**src/dl_user_data_frame_parser_macros.svh**
```systemverilog
// Assertion macros for the downlink user data frame parser.
// Used by the top level; relies on signals named clock and reset in scope.
`ifndef DL_USER_DATA_FRAME_PARSER_MACROS_SVH
`define DL_USER_DATA_FRAME_PARSER_MACROS_SVH

`define DLUD_ASSERT_SAME(lbl, ante, cons, msg) \
   lbl: assert property (@(posedge clock) disable iff (reset) (ante) |-> (cons)) \
      else $error(msg);

`define DLUD_ASSERT_NEXT(lbl, ante, cons, msg) \
   lbl: assert property (@(posedge clock) disable iff (reset) (ante) |=> (cons)) \
      else $error(msg);

`endif

```
**src/dlud_pkg.sv**
```systemverilog
// Types, codes and helper functions of the downlink user data frame parser.
// Used by the parser core, the result buffer and the top level.
package dlud_pkg;

   localparam logic [2:0] KindHeader    = 3'd0;
   localparam logic [2:0] KindFlush     = 3'd1;
   localparam logic [2:0] KindBlock     = 3'd2;
   localparam logic [2:0] KindDelivered = 3'd3;
   localparam logic [2:0] KindEnd       = 3'd4;
   localparam logic [2:0] KindCount     = 3'd5;

   localparam logic [2:0] StatusOk       = 3'd0;
   localparam logic [2:0] StatusShort    = 3'd1;
   localparam logic [2:0] StatusBadType  = 3'd2;
   localparam logic [2:0] StatusCutFlush = 3'd3;
   localparam logic [2:0] StatusCutCount = 3'd4;
   localparam logic [2:0] StatusTooBig   = 3'd5;
   localparam logic [2:0] StatusCutList  = 3'd6;

   localparam logic [2:0] PhHdr    = 3'd0;
   localparam logic [2:0] PhFlush  = 3'd1;
   localparam logic [2:0] PhCount  = 3'd2;
   localparam logic [2:0] PhBlocks = 3'd3;
   localparam logic [2:0] PhReport = 3'd4;
   localparam logic [2:0] PhDone   = 3'd5;

   localparam logic [2:0] HdrLastPos = 3'd4;
   localparam logic [2:0] SnLastPos  = 3'd2;
   localparam logic [2:0] BlkLastPos = 3'd3;

   localparam logic CsrMaxBlocks = 1'b0;
   localparam logic CsrFrameType = 1'b1;

   typedef struct packed {
      logic [2:0]  kind;
      logic [23:0] seq;
      logic [7:0]  size;
      logic [7:0]  index;
      logic [4:0]  flags;
      logic [2:0]  status;
      logic        frame_end;
   } rec_type;

   typedef struct packed {
      logic    a_valid;
      rec_type a;
      logic    b_valid;
      rec_type b;
   } rec_pair_type;

   typedef struct packed {
      logic [2:0]  pos;
      logic [2:0]  phase;
      logic [2:0]  pres;
      logic [4:0]  flags;
      logic [23:0] acc;
      logic [7:0]  remaining;
      logic [7:0]  counter;
      logic [2:0]  err;
   } parse_state_type;

   localparam parse_state_type FrameClear = '{
      pos: 3'd0, phase: PhHdr, pres: 3'd0, flags: 5'd0, acc: 24'd0,
      remaining: 8'd0, counter: 8'd0, err: StatusOk};

   function automatic logic [2:0] next_after(input logic [2:0] p, input logic [2:0] pres);
      logic [2:0] r;
      begin
         if (p < PhFlush && pres[0]) begin
            r = PhFlush;
         end else if (p < PhCount && pres[1]) begin
            r = PhCount;
         end else if (p < PhReport && pres[2]) begin
            r = PhReport;
         end else begin
            r = PhDone;
         end
         return r;
      end
   endfunction

endpackage

```
**src/dlud_parser.sv**
```systemverilog
// Parser core: frame state registers and the per-octet field logic.
// Depends on dlud_pkg; produces at most one field record and one end record per octet.
module dlud_parser
   import dlud_pkg::*;
(
   input  logic         clock,
   input  logic         reset,
   input  logic         step,
   input  logic [7:0]   in_byte,
   input  logic         in_last,
   input  logic [7:0]   max_blocks,
   input  logic [3:0]   frame_type,
   output rec_pair_type pair,
   output logic [2:0]   phase
);

   parse_state_type state_ff;
   parse_state_type state_in;
   logic [23:0]     acc_shift;
   logic [7:0]      rem_dec;

   assign acc_shift = {state_ff.acc[15:0], in_byte};
   assign rem_dec   = state_ff.remaining - 8'd1;
   assign phase     = state_ff.phase;

   always_comb begin
      state_in = state_ff;
      pair     = '0;
      case (state_ff.phase)
         PhHdr: begin
            if (state_ff.pos == 3'd0) begin
               if (in_byte[7:4] != frame_type) begin
                  state_in.err = StatusBadType;
               end
               state_in.flags = {4'd0, in_byte[0]};
               state_in.pres  = {1'b0, in_byte[2:1]};
            end else if (state_ff.pos == 3'd1) begin
               state_in.flags = state_ff.flags
                  | {in_byte[0], in_byte[1], in_byte[2], in_byte[4], 1'b0};
               state_in.pres  = state_ff.pres | {in_byte[3], 2'b00};
            end else begin
               state_in.acc = acc_shift;
            end
            if (state_ff.pos >= HdrLastPos) begin
               state_in.pos = 3'd0;
               if (state_in.err != StatusOk) begin
                  state_in.phase = PhDone;
               end else begin
                  pair.a_valid = 1'b1;
                  pair.a.kind  = KindHeader;
                  pair.a.seq   = state_in.acc;
                  pair.a.flags = state_in.flags;
                  state_in.phase = next_after(PhHdr, state_in.pres);
               end
            end else begin
               state_in.pos = state_ff.pos + 3'd1;
            end
         end
         PhFlush, PhReport: begin
            state_in.acc = acc_shift;
            if (state_ff.pos >= SnLastPos) begin
               state_in.pos = 3'd0;
               pair.a_valid = 1'b1;
               pair.a.seq   = acc_shift;
               if (state_ff.phase == PhFlush) begin
                  pair.a.kind    = KindFlush;
                  state_in.phase = next_after(PhFlush, state_ff.pres);
               end else begin
                  pair.a.kind    = KindDelivered;
                  state_in.phase = PhDone;
               end
            end else begin
               state_in.pos = state_ff.pos + 3'd1;
            end
         end
         PhCount: begin
            state_in.pos = 3'd0;
            if (in_byte > max_blocks) begin
               state_in.err   = StatusTooBig;
               state_in.phase = PhDone;
            end else begin
               pair.a_valid       = 1'b1;
               pair.a.kind        = KindCount;
               pair.a.size        = in_byte;
               state_in.remaining = in_byte;
               state_in.counter   = 8'd0;
               state_in.phase     = (in_byte != 8'd0) ? PhBlocks
                                                      : next_after(PhBlocks, state_ff.pres);
            end
         end
         PhBlocks: begin
            if (state_ff.pos < BlkLastPos) begin
               state_in.acc = acc_shift;
               state_in.pos = state_ff.pos + 3'd1;
            end else begin
               state_in.pos       = 3'd0;
               pair.a_valid       = 1'b1;
               pair.a.kind        = KindBlock;
               pair.a.seq         = state_ff.acc;
               pair.a.size        = in_byte;
               pair.a.index       = state_ff.counter;
               state_in.counter   = state_ff.counter + 8'd1;
               state_in.remaining = rem_dec;
               if (rem_dec == 8'd0) begin
                  state_in.phase = next_after(PhBlocks, state_ff.pres);
               end
            end
         end
         default: begin
         end
      endcase

      if (in_last) begin
         pair.b_valid     = 1'b1;
         pair.b.kind      = KindEnd;
         pair.b.frame_end = 1'b1;
         case (state_in.phase)
            PhHdr:    pair.b.status = StatusShort;
            PhFlush:  pair.b.status = StatusCutFlush;
            PhCount:  pair.b.status = StatusCutCount;
            PhBlocks: pair.b.status = StatusCutList;
            PhReport: pair.b.status = StatusCutList;
            default:  pair.b.status = state_in.err;
         endcase
         state_in = FrameClear;
      end
   end

   always_ff @(posedge clock) begin
      if (reset) begin
         state_ff <= FrameClear;
      end else if (step) begin
         state_ff <= state_in;
      end
   end

endmodule

```
**src/dlud_out_buf.sv**
```systemverilog
// Two-entry result buffer that serializes the records of one octet onto the output.
// Depends on dlud_pkg for the record types.
module dlud_out_buf
   import dlud_pkg::*;
(
   input  logic         clock,
   input  logic         reset,
   input  logic         load,
   input  rec_pair_type pair,
   output logic         load_ok,
   output logic         out_valid,
   input  logic         out_ready,
   output rec_type      out_rec
);

   logic [1:0] cnt_ff;
   logic [1:0] cnt_in;
   rec_type    rec0_ff;
   rec_type    rec1_ff;
   logic       pop;

   assign out_valid = (cnt_ff != 2'd0);
   assign out_rec   = rec0_ff;
   assign pop       = out_valid && out_ready;
   assign load_ok   = (cnt_ff == 2'd0) || (cnt_ff == 2'd1 && pop);

   always_comb begin
      cnt_in = cnt_ff;
      if (load) begin
         cnt_in = {1'b0, pair.a_valid} + {1'b0, pair.b_valid};
      end else if (pop) begin
         cnt_in = cnt_ff - 2'd1;
      end
   end

   always_ff @(posedge clock) begin
      if (reset) begin
         cnt_ff <= 2'd0;
      end else begin
         cnt_ff <= cnt_in;
      end
   end

   always_ff @(posedge clock) begin
      if (load) begin
         rec0_ff <= pair.a_valid ? pair.a : pair.b;
         rec1_ff <= pair.b;
      end else if (pop) begin
         rec0_ff <= rec1_ff;
      end
   end

endmodule

```
**src/dl_user_data_frame_parser.sv**
```systemverilog
// Downlink user data frame header parser: one octet per cycle in, one record per cycle out,
// unless the result port is held. An octet transfer is registered, parsed once the result
// buffer can take its records and they are registered there; an octet that yields a field record
// and the end status sends both through the single result port, so the input then pauses.
module dl_user_data_frame_parser
   import dlud_pkg::*;
(
   input  logic        clock,
   input  logic        reset,
   input  logic        req_tvalid,
   output logic        req_tready,
   input  logic [7:0]  req_tdata,   // [7:0] data_byte
   input  logic        req_tlast,   // last_byte
   output logic        rsp_tvalid,
   input  logic        rsp_tready,
   output logic [47:0] rsp_tdata,   // seq_value, block_size, block_index, poll_flag,
                                    // out_of_seq_flag, data_exists_flag, assist_poll_flag,
                                    // retransmit_flag, status_code
   output logic [2:0]  rsp_tuser,   // record_kind
   output logic        rsp_tlast,   // frame_end
   input  logic        csr_valid,
   output logic        csr_ready,
   input  logic        csr_index,
   input  logic [7:0]  csr_wdata
);

`include "dl_user_data_frame_parser_macros.svh"

   logic         in_valid_ff;
   logic [7:0]   in_byte_ff;
   logic         in_last_ff;
   logic         advance;
   logic         load_ok;
   logic [7:0]   max_blocks_ff;
   logic [3:0]   frame_type_ff;
   rec_pair_type pair;
   rec_type      out_rec;
   logic [2:0]   phase;

   assign csr_ready  = 1'b1;
   assign advance    = in_valid_ff && load_ok;
   assign req_tready = !in_valid_ff || advance;

   always_ff @(posedge clock) begin
      if (reset) begin
         max_blocks_ff <= 8'd255;
         frame_type_ff <= 4'd0;
      end else if (csr_valid) begin
         case (csr_index)
            CsrMaxBlocks: max_blocks_ff <= csr_wdata;
            CsrFrameType: frame_type_ff <= csr_wdata[3:0];
            default: begin
            end
         endcase
      end
   end

   always_ff @(posedge clock) begin
      if (reset) begin
         in_valid_ff <= 1'b0;
      end else if (req_tready) begin
         in_valid_ff <= req_tvalid;
      end
   end

   always_ff @(posedge clock) begin
      if (req_tvalid && req_tready) begin
         in_byte_ff <= req_tdata;
         in_last_ff <= req_tlast;
      end
   end

   dlud_parser u_parser (
      .clock      (clock),
      .reset      (reset),
      .step       (advance),
      .in_byte    (in_byte_ff),
      .in_last    (in_last_ff),
      .max_blocks (max_blocks_ff),
      .frame_type (frame_type_ff),
      .pair       (pair),
      .phase      (phase)
   );

   dlud_out_buf u_out_buf (
      .clock     (clock),
      .reset     (reset),
      .load      (advance),
      .pair      (pair),
      .load_ok   (load_ok),
      .out_valid (rsp_tvalid),
      .out_ready (rsp_tready),
      .out_rec   (out_rec)
   );

   assign rsp_tuser = out_rec.kind;
   assign rsp_tlast = out_rec.frame_end;
   assign rsp_tdata = {out_rec.status, out_rec.flags, out_rec.index, out_rec.size, out_rec.seq};

   `DLUD_ASSERT_SAME(a_end_kind, rsp_tvalid && rsp_tlast, rsp_tuser == KindEnd, "frame end on a non-end record")
   `DLUD_ASSERT_SAME(a_status_on_end, rsp_tvalid && rsp_tuser != KindEnd, rsp_tdata[47:45] == StatusOk, "status on a field record")
   `DLUD_ASSERT_NEXT(a_frame_restart, advance && in_last_ff, phase == PhHdr, "parser did not restart after the last octet")
   `DLUD_ASSERT_NEXT(a_in_hold, in_valid_ff && !advance, in_valid_ff && $stable(in_byte_ff), "held octet lost before parsing")

endmodule

```
**config.mk**
```make
export PLATFORM = sky130hd
export DESIGN_NAME = dl_user_data_frame_parser
export DESIGN_NICKNAME = d
export VERILOG_FILES = /design/src/dlud_pkg.sv /design/src/dlud_parser.sv /design/src/dlud_out_buf.sv /design/src/dl_user_data_frame_parser.sv
export VERILOG_INCLUDE_DIRS = /design/src /design/src/src
export SDC_FILE = /design/constraint.sdc
export NUM_CORES = 1
export LEC_CHECK = 0
export ABC_AREA = 0
export BUFFER_PORTS_ARGS = -buffer_cell sky130_fd_sc_hd__buf_4
export CORE_ASPECT_RATIO = 1.5
export CORE_MARGIN = 3
export CORE_UTILIZATION = 50
export DETAILED_ROUTE_END_ITERATION = 8
export HOLD_SLACK_MARGIN = 0.02
export PLACE_DENSITY = 0.71
export SYNTH_ARGS = -nofsm -noshare
export SYNTH_HDL_FRONTEND = slang
export SYNTH_SLANG_ARGS = --single-unit
```
**constraint.sdc**
```tcl
create_clock -name clock -period 4.01 [get_ports clock]
set_input_delay 0.401 -clock clock [delete_from_list [all_inputs] [get_ports clock]]
set_output_delay 0.401 -clock clock [all_outputs]
set_load 0.05 [all_outputs]
```
# Yosys cells after proc, flatten, opt, wreduce, memory -nomap -nowiden
# Cells that the tools add are included.
# W data, S select, Z words.
# op_classes
addsub	5
n_lt_le_gt_ge	4
n_eq_ne	14
mux	56
n_bitwise	3
n_reduce_logical	28
# ops
op	n
$mux W52	3
$pmux W24 S3	2
$mux W28	3
$mux W24	3
$mux W57	1
$mux W3	18
$mux W8	6
$mux W44	1
$mux W16	2
$pmux W16 S2	1
$pmux W6 S4	1
$pmux W4 S4	1
$pmux W8 S2	1
$mux W5	3
$eq A3 B2 Y1 const B	4
$mux W4	3
$pmux W3 S4	1
$eq A3 B1 Y1 const B	3
$logic_not A3 Y1	3
$add A8 B1 Y8 const B	1
$gt A8 B8 Y1	1
$logic_not A8 Y1	1
$reduce_and A2 Y1	4
$reduce_bool A8 Y1	1
other kinds (29)	42
# word_totals
regBits	140
in_bits	23
out_inout_bits	55
word_cells	134

# Depth between registers and ports, before layout
# Gate-level depths: netlist of the first run.
# logic_depth
word_depth	16
ltp_mapped	11
ltp_nobuf	11

# By module
# From an unflattened synthesis of the first run, not the netlist that was laid out.
# hier_totals
cells_unflattened	911
hier_area_um2	9389.0
# by_module_without_submodules
mod	instances	cells_per_inst	area_each_um2	seq_area_each_um2
dlud_out_buf	1	298	4408.0	3163.0
dlud_parser	1	542	4136.5	1141.1
dl_user_data_frame_parser	1	71	844.6	530.5

# Worst setup path after synthesis of the first run
# OpenSTA, ideal clock, no wires.
# synth_timing
path_kind	register -> register
startpoint	register u_parser.state_ff[11] (netlist name)
endpoint	register u_out_buf.rec1_ff[1] (netlist name) (data pin)
setup_time_ps	254
t_arrival_ps	2806
required_ps	3756
setup_slack_ps	950
path_stages_with_launch	11
n_path_buf	1
synth_period_minus_slack_ps	3060
cell_sequence	dfxtp_1 inv_1 ha_1 clkbuf_1 o21bai_1 o211a_1 or4b_4 o41a_1 o31a_1 o31a_1 o21a_1
# synth_lines
item	line_no	text
start: declaration	dlud_parser.sv:17	parse_state_type state_ff;
start signal: assignment	dlud_parser.sv:131	state_ff <= FrameClear;
start signal: assignment	dlud_parser.sv:133	state_ff <= state_in;
end signal: assignment	dlud_out_buf.sv:47	rec1_ff <= pair.b;
end: declaration	dlud_out_buf.sv:19	rec_type rec1_ff;

==> flow_summary.json, run 1 <==
{
  "status": "finished, final reports clean",
  "numCtsBuffers": 17,
  "finalCritPeriodShare_pct": 80.6,
  "start_kind": "flip-flop",
  "fillers": 1066,
  "clockRootBuffer": "clkbuf_16",
  "worst_pin_slew_ns": 1.02,
  "synth-seq-cells": 137,
  "portBuffers": 76,
  "clock_latency_ns": 0.42,
  "overflow": 0,
  "hold_path_class": "in -> reg",
  "area_growth_pct": 19.9,
  "vias_per_cell": 6.16,
  "clk_pin_slew_ns": 0.06,
  "clk_path_buf_depth": 2,
  "arrival_ns": 3.46,
  "cts_setup_buffers": 0,
  "diodes": 0,
  "synth.distinct_cells": 64,
  "reg2reg_depth": 9,
  "slew_violations": 0,
  "syn_avg_cell_area_um2": 9.55,
  "yosys-top-cells-area": "edfxtp_1 30%, dfxtp_1 22%, a22oi_1 6.2%",
  "slowest_delay_ns": 0.54,
  "start_util_pct": 51.9,
  "gp_congestion": 0.966,
  "yosysWarnings": 0,
  "path_cells": "inv_1 > ha_1 > o21bai_1 > o211a_1 > or4b_4 > o31a_1 > o31ai_1 > nand3_1 > a311oi_1",
  "crit_path_end_kind": "flip-flop",
  "placementRows": 50,
  "dr.first_iter.drc_count": 470,
  "setup_viol_count_final": 0,
  "final.min_clock_period_ns": 3.23,
  "detail-route-antenna-nets": 0,
  "grt_pass1_wl_um": 28800,
  "grt_pass1_vias": 5681,
  "vias": 5696,
  "placed_area_um2": 7310,
  "htreeDepth": 4,
  "synth_nets": 731,
  "syn_area_um2": 6590,
  "async_flop_share_pct": 0,
  "hpwl_um": 12300,
  "fp.coreArea_um2": 12700,
  "die_w_um": 99.7,
  "rsz0062_at_grt": "false",
  "yosysTopAreaCell": "edfxtp_1",
  "pin_count": 78,
  "synth_edf_count": 65,
  "cp.required_ns": 4.24,
  "netlist.area_leader.share_pct": 29.6,
  "ys_seq_area_share_pct": 51.5,
  "nets": 797,
  "vdd_drop_max_mv": 0.272,
  "syn_inst": 690,
  "skew_ns": 0.00749,
  "hold_violations": 0,
  "fp.dieH_um": 147,
  "holdPathStages": 1,
  "p_leak_nw": 3.08,
  "fin_tns_setup_ns": 0,
  "drt_wl_total_um": 17600,
  "dr.pass1.iters": 5,
  "fmax_mhz": 309,
  "cts_tree": "built",
  "ctsResizeCount": 0,
  "ys_top_cells_by_count": "101 x nor2_1, 72 x dfxtp_1, 65 x edfxtp_1, 54 x a21oi_1, 54 x a22oi_1",
  "power.density_nw_per_um2": 500,
  "crit_path_max_fanout": 9,
  "max-slew-margin-rel_pct": 31.9,
  "wl_per_cell_um": 19.0,
  "track_usage_pct": 24.8,
  "synthFlopType": "dfxtp_1",
  "yosysMostFrequentCell": "nor2_1",
  "max_cap_viol_count": 0,
  "hold_buffers": 0,
  "drc_errors": 0,
  "final_area_um2": 7900,
  "antenna_found_initial": 0,
  "dieArea_um2": 14600,
  "cts_num_sinks": 137,
  "grt_max_degree": 68,
  "critPathKind": "reg -> reg",
  "drive_gt1_share_pct": 17.6,
  "cp_slowest_cell": "or4b_4"
}
-- layer usage --
metal / vias to the layer above / wire [um] / global-route usage, %
li1: 2686 / - / -
met1: 2738 / 6740 / 27.9
met2: 228 / 9460 / 45.0
met3: 44 / 865 / 4.11
met4: 0 / 546 / 11.2
met5: - / 0 / 0
-- through the flow --
stage | instances | hold WS [ns] | worst slack (ns) | utilization [%] | power (mW)
5_1_grt | 925 | 0.142 | 0.504 | 62.2 | 4.09
3_3_place_gp | 893 | 0.450 | 0.882 | 57.5 | 2.40
4_1_cts | 925 | 0.144 | 0.807 | 62.2 | 3.97
2_1_floorplan | 690 | 0.438 | 0.950 | - | 2.17
6_report | 925 | 0.151 | 0.778 | 62.2 | 3.95
3_5_place_dp | 893 | 0.460 | 0.831 | 57.5 | 2.41
-- flip-flops by register name, summed over array words and instances (netlist names) --
signal              flops
max_blocks_ff           8
u_out_buf.out_rec      52
in_last_ff              1
u_parser.phase          3
in_byte_ff              8
in_valid_ff             1
u_parser.state_ff      38
frame_type_ff           4
u_out_buf.cnt_ff        2
u_parser.acc_shift     16
u_out_buf.rec1_ff       4
-- path summary, 6_finish.rpt --
path,from,end,slack [ns]
setup reg to reg,u_parser.state_ff[11]$_SDFFE_PP0P_,u_out_buf.rec1_ff[3]$_DFFE_PP_,0.78
hold / removal,req_tdata[1],in_byte_ff[1]$_DFFE_PP_,0.15
hold reg to reg,frame_type_ff[1]$_SDFFE_PP0P_,frame_type_ff[1]$_SDFFE_PP0P_,0.47
setup / recovery,u_parser.state_ff[11]$_SDFFE_PP0P_,u_out_buf.rec1_ff[3]$_DFFE_PP_,0.78
-- cell families after synthesis --
family / synth area share [%]
AO/OA/AOI/OAI: 20.8
XOR/XNOR: 1.20
adder cells (fa/ha/maj): 3.42
buffers and inverters: 4.24
flip-flops: 51.5
multiplexers: 0.627
other: 0.0569
AND/OR/NAND/NOR: 18.1
-- worst max-delay path: cells and delay by family (launching register included) --
kind            cells  cell delay (ns)
fa+ha+maj           1             0.31
simple gates        2             0.71
flops               1             0.42
compound gates      5             1.50
buf+inv             1             0.10
-- layout by cell type (no fill, tap or decap), types with 5 or more instances in the layout --
cell | Yosys | final
and2_1 | 10 | 10
buf_4 | 1 | 91
edfxtp_1 | 65 | 65
a22oi_1 | 54 | 54
nor3_1 | 16 | 16
o21a_1 | 6 | 6
nand2b_1 | 6 | 6
clkbuf_16 | 0 | 17
and3_1 | 13 | 13
nor2b_1 | 7 | 7
a21oi_1 | 54 | 54
o31a_1 | 5 | 5
o31ai_1 | 6 | 6
nor2_1 | 101 | 101
or4_1 | 7 | 7
xor2_1 | 7 | 7
a31oi_1 | 5 | 5
nor4_1 | 6 | 6
a211o_1 | 9 | 9
o211ai_1 | 6 | 6
inv_1 | 28 | 28
ha_1 | 18 | 18
o21ai_0 | 21 | 21
a21o_1 | 5 | 5
dfxtp_1 | 72 | 72
nand3_1 | 14 | 14
nand2_1 | 41 | 40
-- area by class of cell --
cell class              count  area (um^2)  share of cell area [%]
clock buffers              18          429                    5.43
clock inverters            14          164                    2.07
inverters                  29          109                    1.38
multi-input cells         480         2930                    37.0
flip-flops and latches    137         3390                    43.0
well taps                 156          195                    2.47
repair buffers             91          683                    8.65
-- power breakdown --
group	internal (mW)	switching, mW	total, mW
sequential	1.59	0.0476	1.64
clock	0.932	0.637	1.57
combinational	0.196	0.541	0.737
(Power assumes the default switching activity.)
==> run 2, diff against run 1 <==
Clock period 4.01 ns to 3 ns, I/O delays scaled along.
==> flow_summary.json, run 2 (same netlist as run 1, synthesis figures left out) <==
{
  "vias": 5718,
  "fin_tns_setup_ns": 0,
  "dr.first_iter.drc_count": 361,
  "grt_use_met3_pct": 5.21,
  "vdd_drop_max_mv": 0.419,
  "grt_max_degree": 68,
  "dr.pass1.iters": 7,
  "hold_path_class": "in -> reg",
  "power.switching_mw": 1.59,
  "hold_violations": 0,
  "clkPwrFrac_pct": 40.1,
  "overflow": 0,
  "start_util_pct": 51.9,
  "finalCritPeriodShare_pct": 97.8,
  "crit_path_end_kind": "flip-flop",
  "p_seq_share_pct": 41.2,
  "grt_pass1_vias": 5614,
  "p_int_mw": 3.76,
  "cts_tree": "built",
  "finalPower_mw": 5.35,
  "power.share.switching_pct": 29.7,
  "drt_wl_total_um": 17600,
  "hold_buffers": 0,
  "max_cap_viol_count": 0,
  "worst_pin_slew_ns": 0.947,
  "hpwl_um": 12700,
  "clk_path_buf_depth": 2,
  "power.density_nw_per_um2": 657,
  "grt_pass1_wl_um": 28500,
  "cp_slowest_cell": "or4b_4",
  "portBuffers": 76,
  "max-slew-margin-rel_pct": 36.8,
  "slew_violations": 0,
  "gr-max-usage-layer": "met2",
  "finalWorstSetupSlack_ns": 0.0658,
  "pin_count": 78,
  "rsz0062_at_grt": "true",
  "fmax_mhz": 341,
  "drive_gt1_share_pct": 20.5,
  "cts_num_sinks": 137,
  "path_cells": "buf_4 > or3_4 > o21a_1 > or4b_4 > o41a_1 > o31a_1 > o31a_1 > o21a_1",
  "r2r-start": "u_parser.state_ff[11]$_SDFFE_PP0P_",
  "placementRows": 50,
  "reg2reg_depth": 8,
  "setup_viol_count_final": 0,
  "cp.required_ns": 3.17,
  "pwr-share-comb_pct": 18.7,
  "dieArea_um2": 14600,
  "numCtsBuffers": 17,
  "crit_end": "u_out_buf.rec1_ff[1]$_DFFE_PP_",
  "die_w_um": 99.7,
  "largest_reg_flops": 52,
  "clockRootBuffer": "clkbuf_16",
  "track_usage_pct": 24.7,
  "met1_usage_pct": 27.7,
  "reg2reg_to": "u_out_buf.rec1_ff[1]$_DFFE_PP_",
  "clk_pin_slew_ns": 0.06,
  "antenna_found_initial": 0,
  "layout_commonest_cell": "buf_4",
  "nets": 825,
  "layout_common_cells": "118 x buf_4, 101 x nor2_1, 70 x dfxtp_1",
  "skew_ns": 0.00878,
  "arrival_ns": 3.11,
  "critPathKind": "reg -> reg",
  "detail-route-antenna-nets": 0,
  "vias_per_cell": 6.00,
  "fp.dieH_um": 147,
  "slowest_delay_ns": 0.51,
  "area_growth_pct": 23.5,
  "clock_latency_ns": 0.42,
  "crit_path_max_fanout": 5,
  "start_kind": "flip-flop",
  "post-place-ws_ns": -0.0114,
  "drc_errors": 0,
  "p_leak_nw": 3.23,
  "crit_path_start": "u_parser.state_ff[11]$_SDFFE_PP0P_",
  "htreeDepth": 4,
  "fp.coreArea_um2": 12700,
  "finalNonFillerCells": 953,
  "final.min_clock_period_ns": 2.93,
  "dp.cells": 918,
  "rrSetupSlack_ns": 0.07,
  "diodes": 0,
  "wl_per_cell_um": 18.5,
  "hold_slack_ns": 0.0557,
  "gp_congestion": 1.04,
  "met2_usage_pct": 43.4,
  "status": "finished, final reports clean"
}
## run 2: metal layers
metal | share of wire [%] | vias up | routed length (um)
met2 | 53 | 185 | 9300
met3 | 4.5 | 40 | 796
li1 | - | 2736 | -
met1 | 39 | 2757 | 6920
met5 | 0 | - | 0
met4 | 3.6 | 0 | 634
## run 2: final cells by class
class	instances	area (um^2)
clock buffers	20	457
clock inverters	12	148
inverters	29	109
flip-flops and latches	137	3400
repair buffers	119	906
fillers	1074	4560
multi-input cells	480	2930
well taps	156	195
## run 2: critical path, delay by kind of cell, from the launching register on
kind	cells	cell delay, ns
compound gates	5	1.31
buf+inv	1	0.15
flops	1	0.34
simple gates	2	0.90
## run 2: worst min-delay path by stage
stage               slack, ns                                from  cells after the start                            endpoint
floorplan                0.40                        req_tdata[0]                      0             in_byte_ff[0]$_DFFE_PP_
global placement         0.45  u_parser.state_ff[46]$_SDFFE_PP0P_                      2  u_parser.state_ff[46]$_SDFFE_PP0P_
detailed placement       0.46  u_parser.state_ff[46]$_SDFFE_PP0P_                      2  u_parser.state_ff[46]$_SDFFE_PP0P_
CTS                      0.04                           req_tlast                      1                in_last_ff$_DFFE_PP_
global route             0.04                           req_tlast                      1                in_last_ff$_DFFE_PP_
finish                   0.06                        req_tdata[1]                      1             in_byte_ff[1]$_DFFE_PP_
## run 2: power groups by stage
stage	Combinational (mW)	Sequential, mW	Clock (mW)
CTS	1.00	2.21	2.17
detailed placement	1.00	2.24	0
global route	1.06	2.22	2.27
floorplan	0.316	2.59	0
finish	0.999	2.20	2.15
global placement	0.984	2.24	0
## run 2: metrics by stage
| step | instance area [um^2] | util (%) |
|---|---|---|
| 5_1_grt | 8140 | 64.1 |
| 3_3_place_gp | 7500 | 59.1 |
| 4_1_cts | 8110 | 63.9 |
| 2_1_floorplan | 6590 | - |
| 3_5_place_dp | 7500 | 59.1 |
| 6_report | 8140 | 64.1 |
## run 2: repair_timing
item | CTS | global route
buffers inserted | 0 | 3
setup endpoints to repair | 2 | 4
gates resized for setup | 2 | 1
pin swaps | 2 | 5
==> run 3, diff against run 2 <==
Clock period 3 ns to 3.4 ns, I/O delays scaled along.
==> flow_summary.json, run 3 (same netlist as run 1, synthesis figures left out) <==
{
  "status": "finished, final reports clean",
  "dr.pass1.iters": 8,
  "area_growth_pct": 22.1,
  "critPathKind": "reg -> reg",
  "crit_buf_inv": 1,
  "numCtsBuffers": 17,
  "vias_per_cell": 6.05,
  "clk_pin_slew_ns": 0.06,
  "pin_count": 78,
  "hold_path_class": "in -> reg",
  "clk_path_buf_depth": 2,
  "crit_path_max_fanout": 9,
  "placed_area_um2": 7390,
  "crit_path_end_kind": "flip-flop",
  "clock_latency_ns": 0.41,
  "final.min_clock_period_ns": 3.15,
  "detail-route-antenna-nets": 0,
  "layout_commonest_cell": "nor2_1",
  "fp.coreArea_um2": 12700,
  "drt_wl_total_um": 17900,
  "clockRootBuffer": "clkbuf_16",
  "vdd_drop_max_mv": 0.349,
  "rsz0062_at_grt": "false",
  "fmax_mhz": 318,
  "arrival_ns": 3.38,
  "final_area_um2": 8040,
  "layout_common_cells": "101 x nor2_1, 100 x buf_4, 70 x dfxtp_1",
  "cp.required_ns": 3.63,
  "worst_pin_slew_ns": 0.996,
  "nets": 807,
  "track_usage_pct": 24.8,
  "setup_viol_count_final": 0,
  "max_cap_viol_count": 0,
  "antenna_found_initial": 0,
  "skew_ns": 0.0112,
  "die_w_um": 99.7,
  "dp.cells": 903,
  "finalWorstSetupSlack_ns": 0.250,
  "gp_congestion": 0.964,
  "dr.first_iter.drc_count": 415,
  "cp_slowest_cell": "or4b_4",
  "overflow": 0,
  "fin_tns_setup_ns": 0,
  "start_util_pct": 51.9,
  "hpwl_um": 12500,
  "finalNonFillerCells": 935,
  "slew_violations": 0,
  "largest_reg_flops": 52,
  "drive_gt1_share_pct": 18.6,
  "finalPower_mw": 4.86,
  "cts_num_sinks": 137,
  "path_cells": "inv_1 > ha_1 > o21bai_1 > o211a_1 > or4b_4 > o31a_1 > o31ai_1 > nand3_1 > a311oi_1",
  "diodes": 0,
  "post-place-ws_ns": 0.203,
  "grt_max_degree": 68,
  "drc_errors": 0,
  "critPathTopFamily": "compound AO/OA/AOI/OAI gates",
  "max-slew-margin-rel_pct": 33.4,
  "grt_pass1_wl_um": 28900,
  "start_kind": "flip-flop",
  "vias": 5654,
  "slowest_delay_ns": 0.54,
  "cts_tree": "built",
  "finalCritPeriodShare_pct": 92.6,
  "hold_violations": 0,
  "wl_per_cell_um": 19.1,
  "dieArea_um2": 14600,
  "htreeDepth": 4,
  "grt_pass1_vias": 5624,
  "fp.dieH_um": 147,
  "hold_slack_ns": 0.105,
  "utilization_pct": 63.3,
  "portBuffers": 76,
  "p_leak_nw": 3.17,
  "placementRows": 50,
  "power.density_nw_per_um2": 604
}
-- run 3: final timing paths --
path | cells after the start | slack, ns | start | to
max | 9 | 0.25 | u_parser.state_ff[11]$_SDFFE_PP0P_ | u_out_buf.rec1_ff[3]$_DFFE_PP_
min reg2reg | 2 | 0.47 | frame_type_ff[3]$_SDFFE_PP0P_ | frame_type_ff[3]$_SDFFE_PP0P_
max reg2reg | 9 | 0.25 | u_parser.state_ff[11]$_SDFFE_PP0P_ | u_out_buf.rec1_ff[3]$_DFFE_PP_
min | 1 | 0.11 | req_tdata[4] | in_byte_ff[4]$_DFFE_PP_
-- run 3: final cells by class --
| cell class | count | area [um^2] |
|---|---|---|
| Multi-Input combinational cell | 480 | 2920 |
| Clock buffer | 19 | 433 |
| Fill cell | 1035 | 4660 |
| Tap cell | 156 | 195 |
| Timing Repair Buffer | 101 | 771 |
| Inverter | 29 | 109 |
| Sequential cell | 137 | 3400 |
| Clock inverter | 13 | 216 |
-- run 3: routing by layer --
layer	share of wire [%]	global-route usage, %	up-vias
met1	38	28.4	2729
met4	2.9	10.9	0
met2	54	44.8	196
li1	-	-	2696
met3	4.7	3.87	33
met5	0	0	-
-- run 3: where the power goes --
part | switching [mW] | internal, mW | leakage [nW]
Combinational | 0.642 | 0.244 | 1.63
Sequential | 0.0585 | 1.88 | 1.22
Clock | 0.724 | 1.31 | 0.316
-- run 3: timing repair --
action                     in CTS  in global routing
setup endpoints to repair       0                  2
setup buffers                   0                  0
gates resized for setup         0                  2
hold buffers                    0                  0
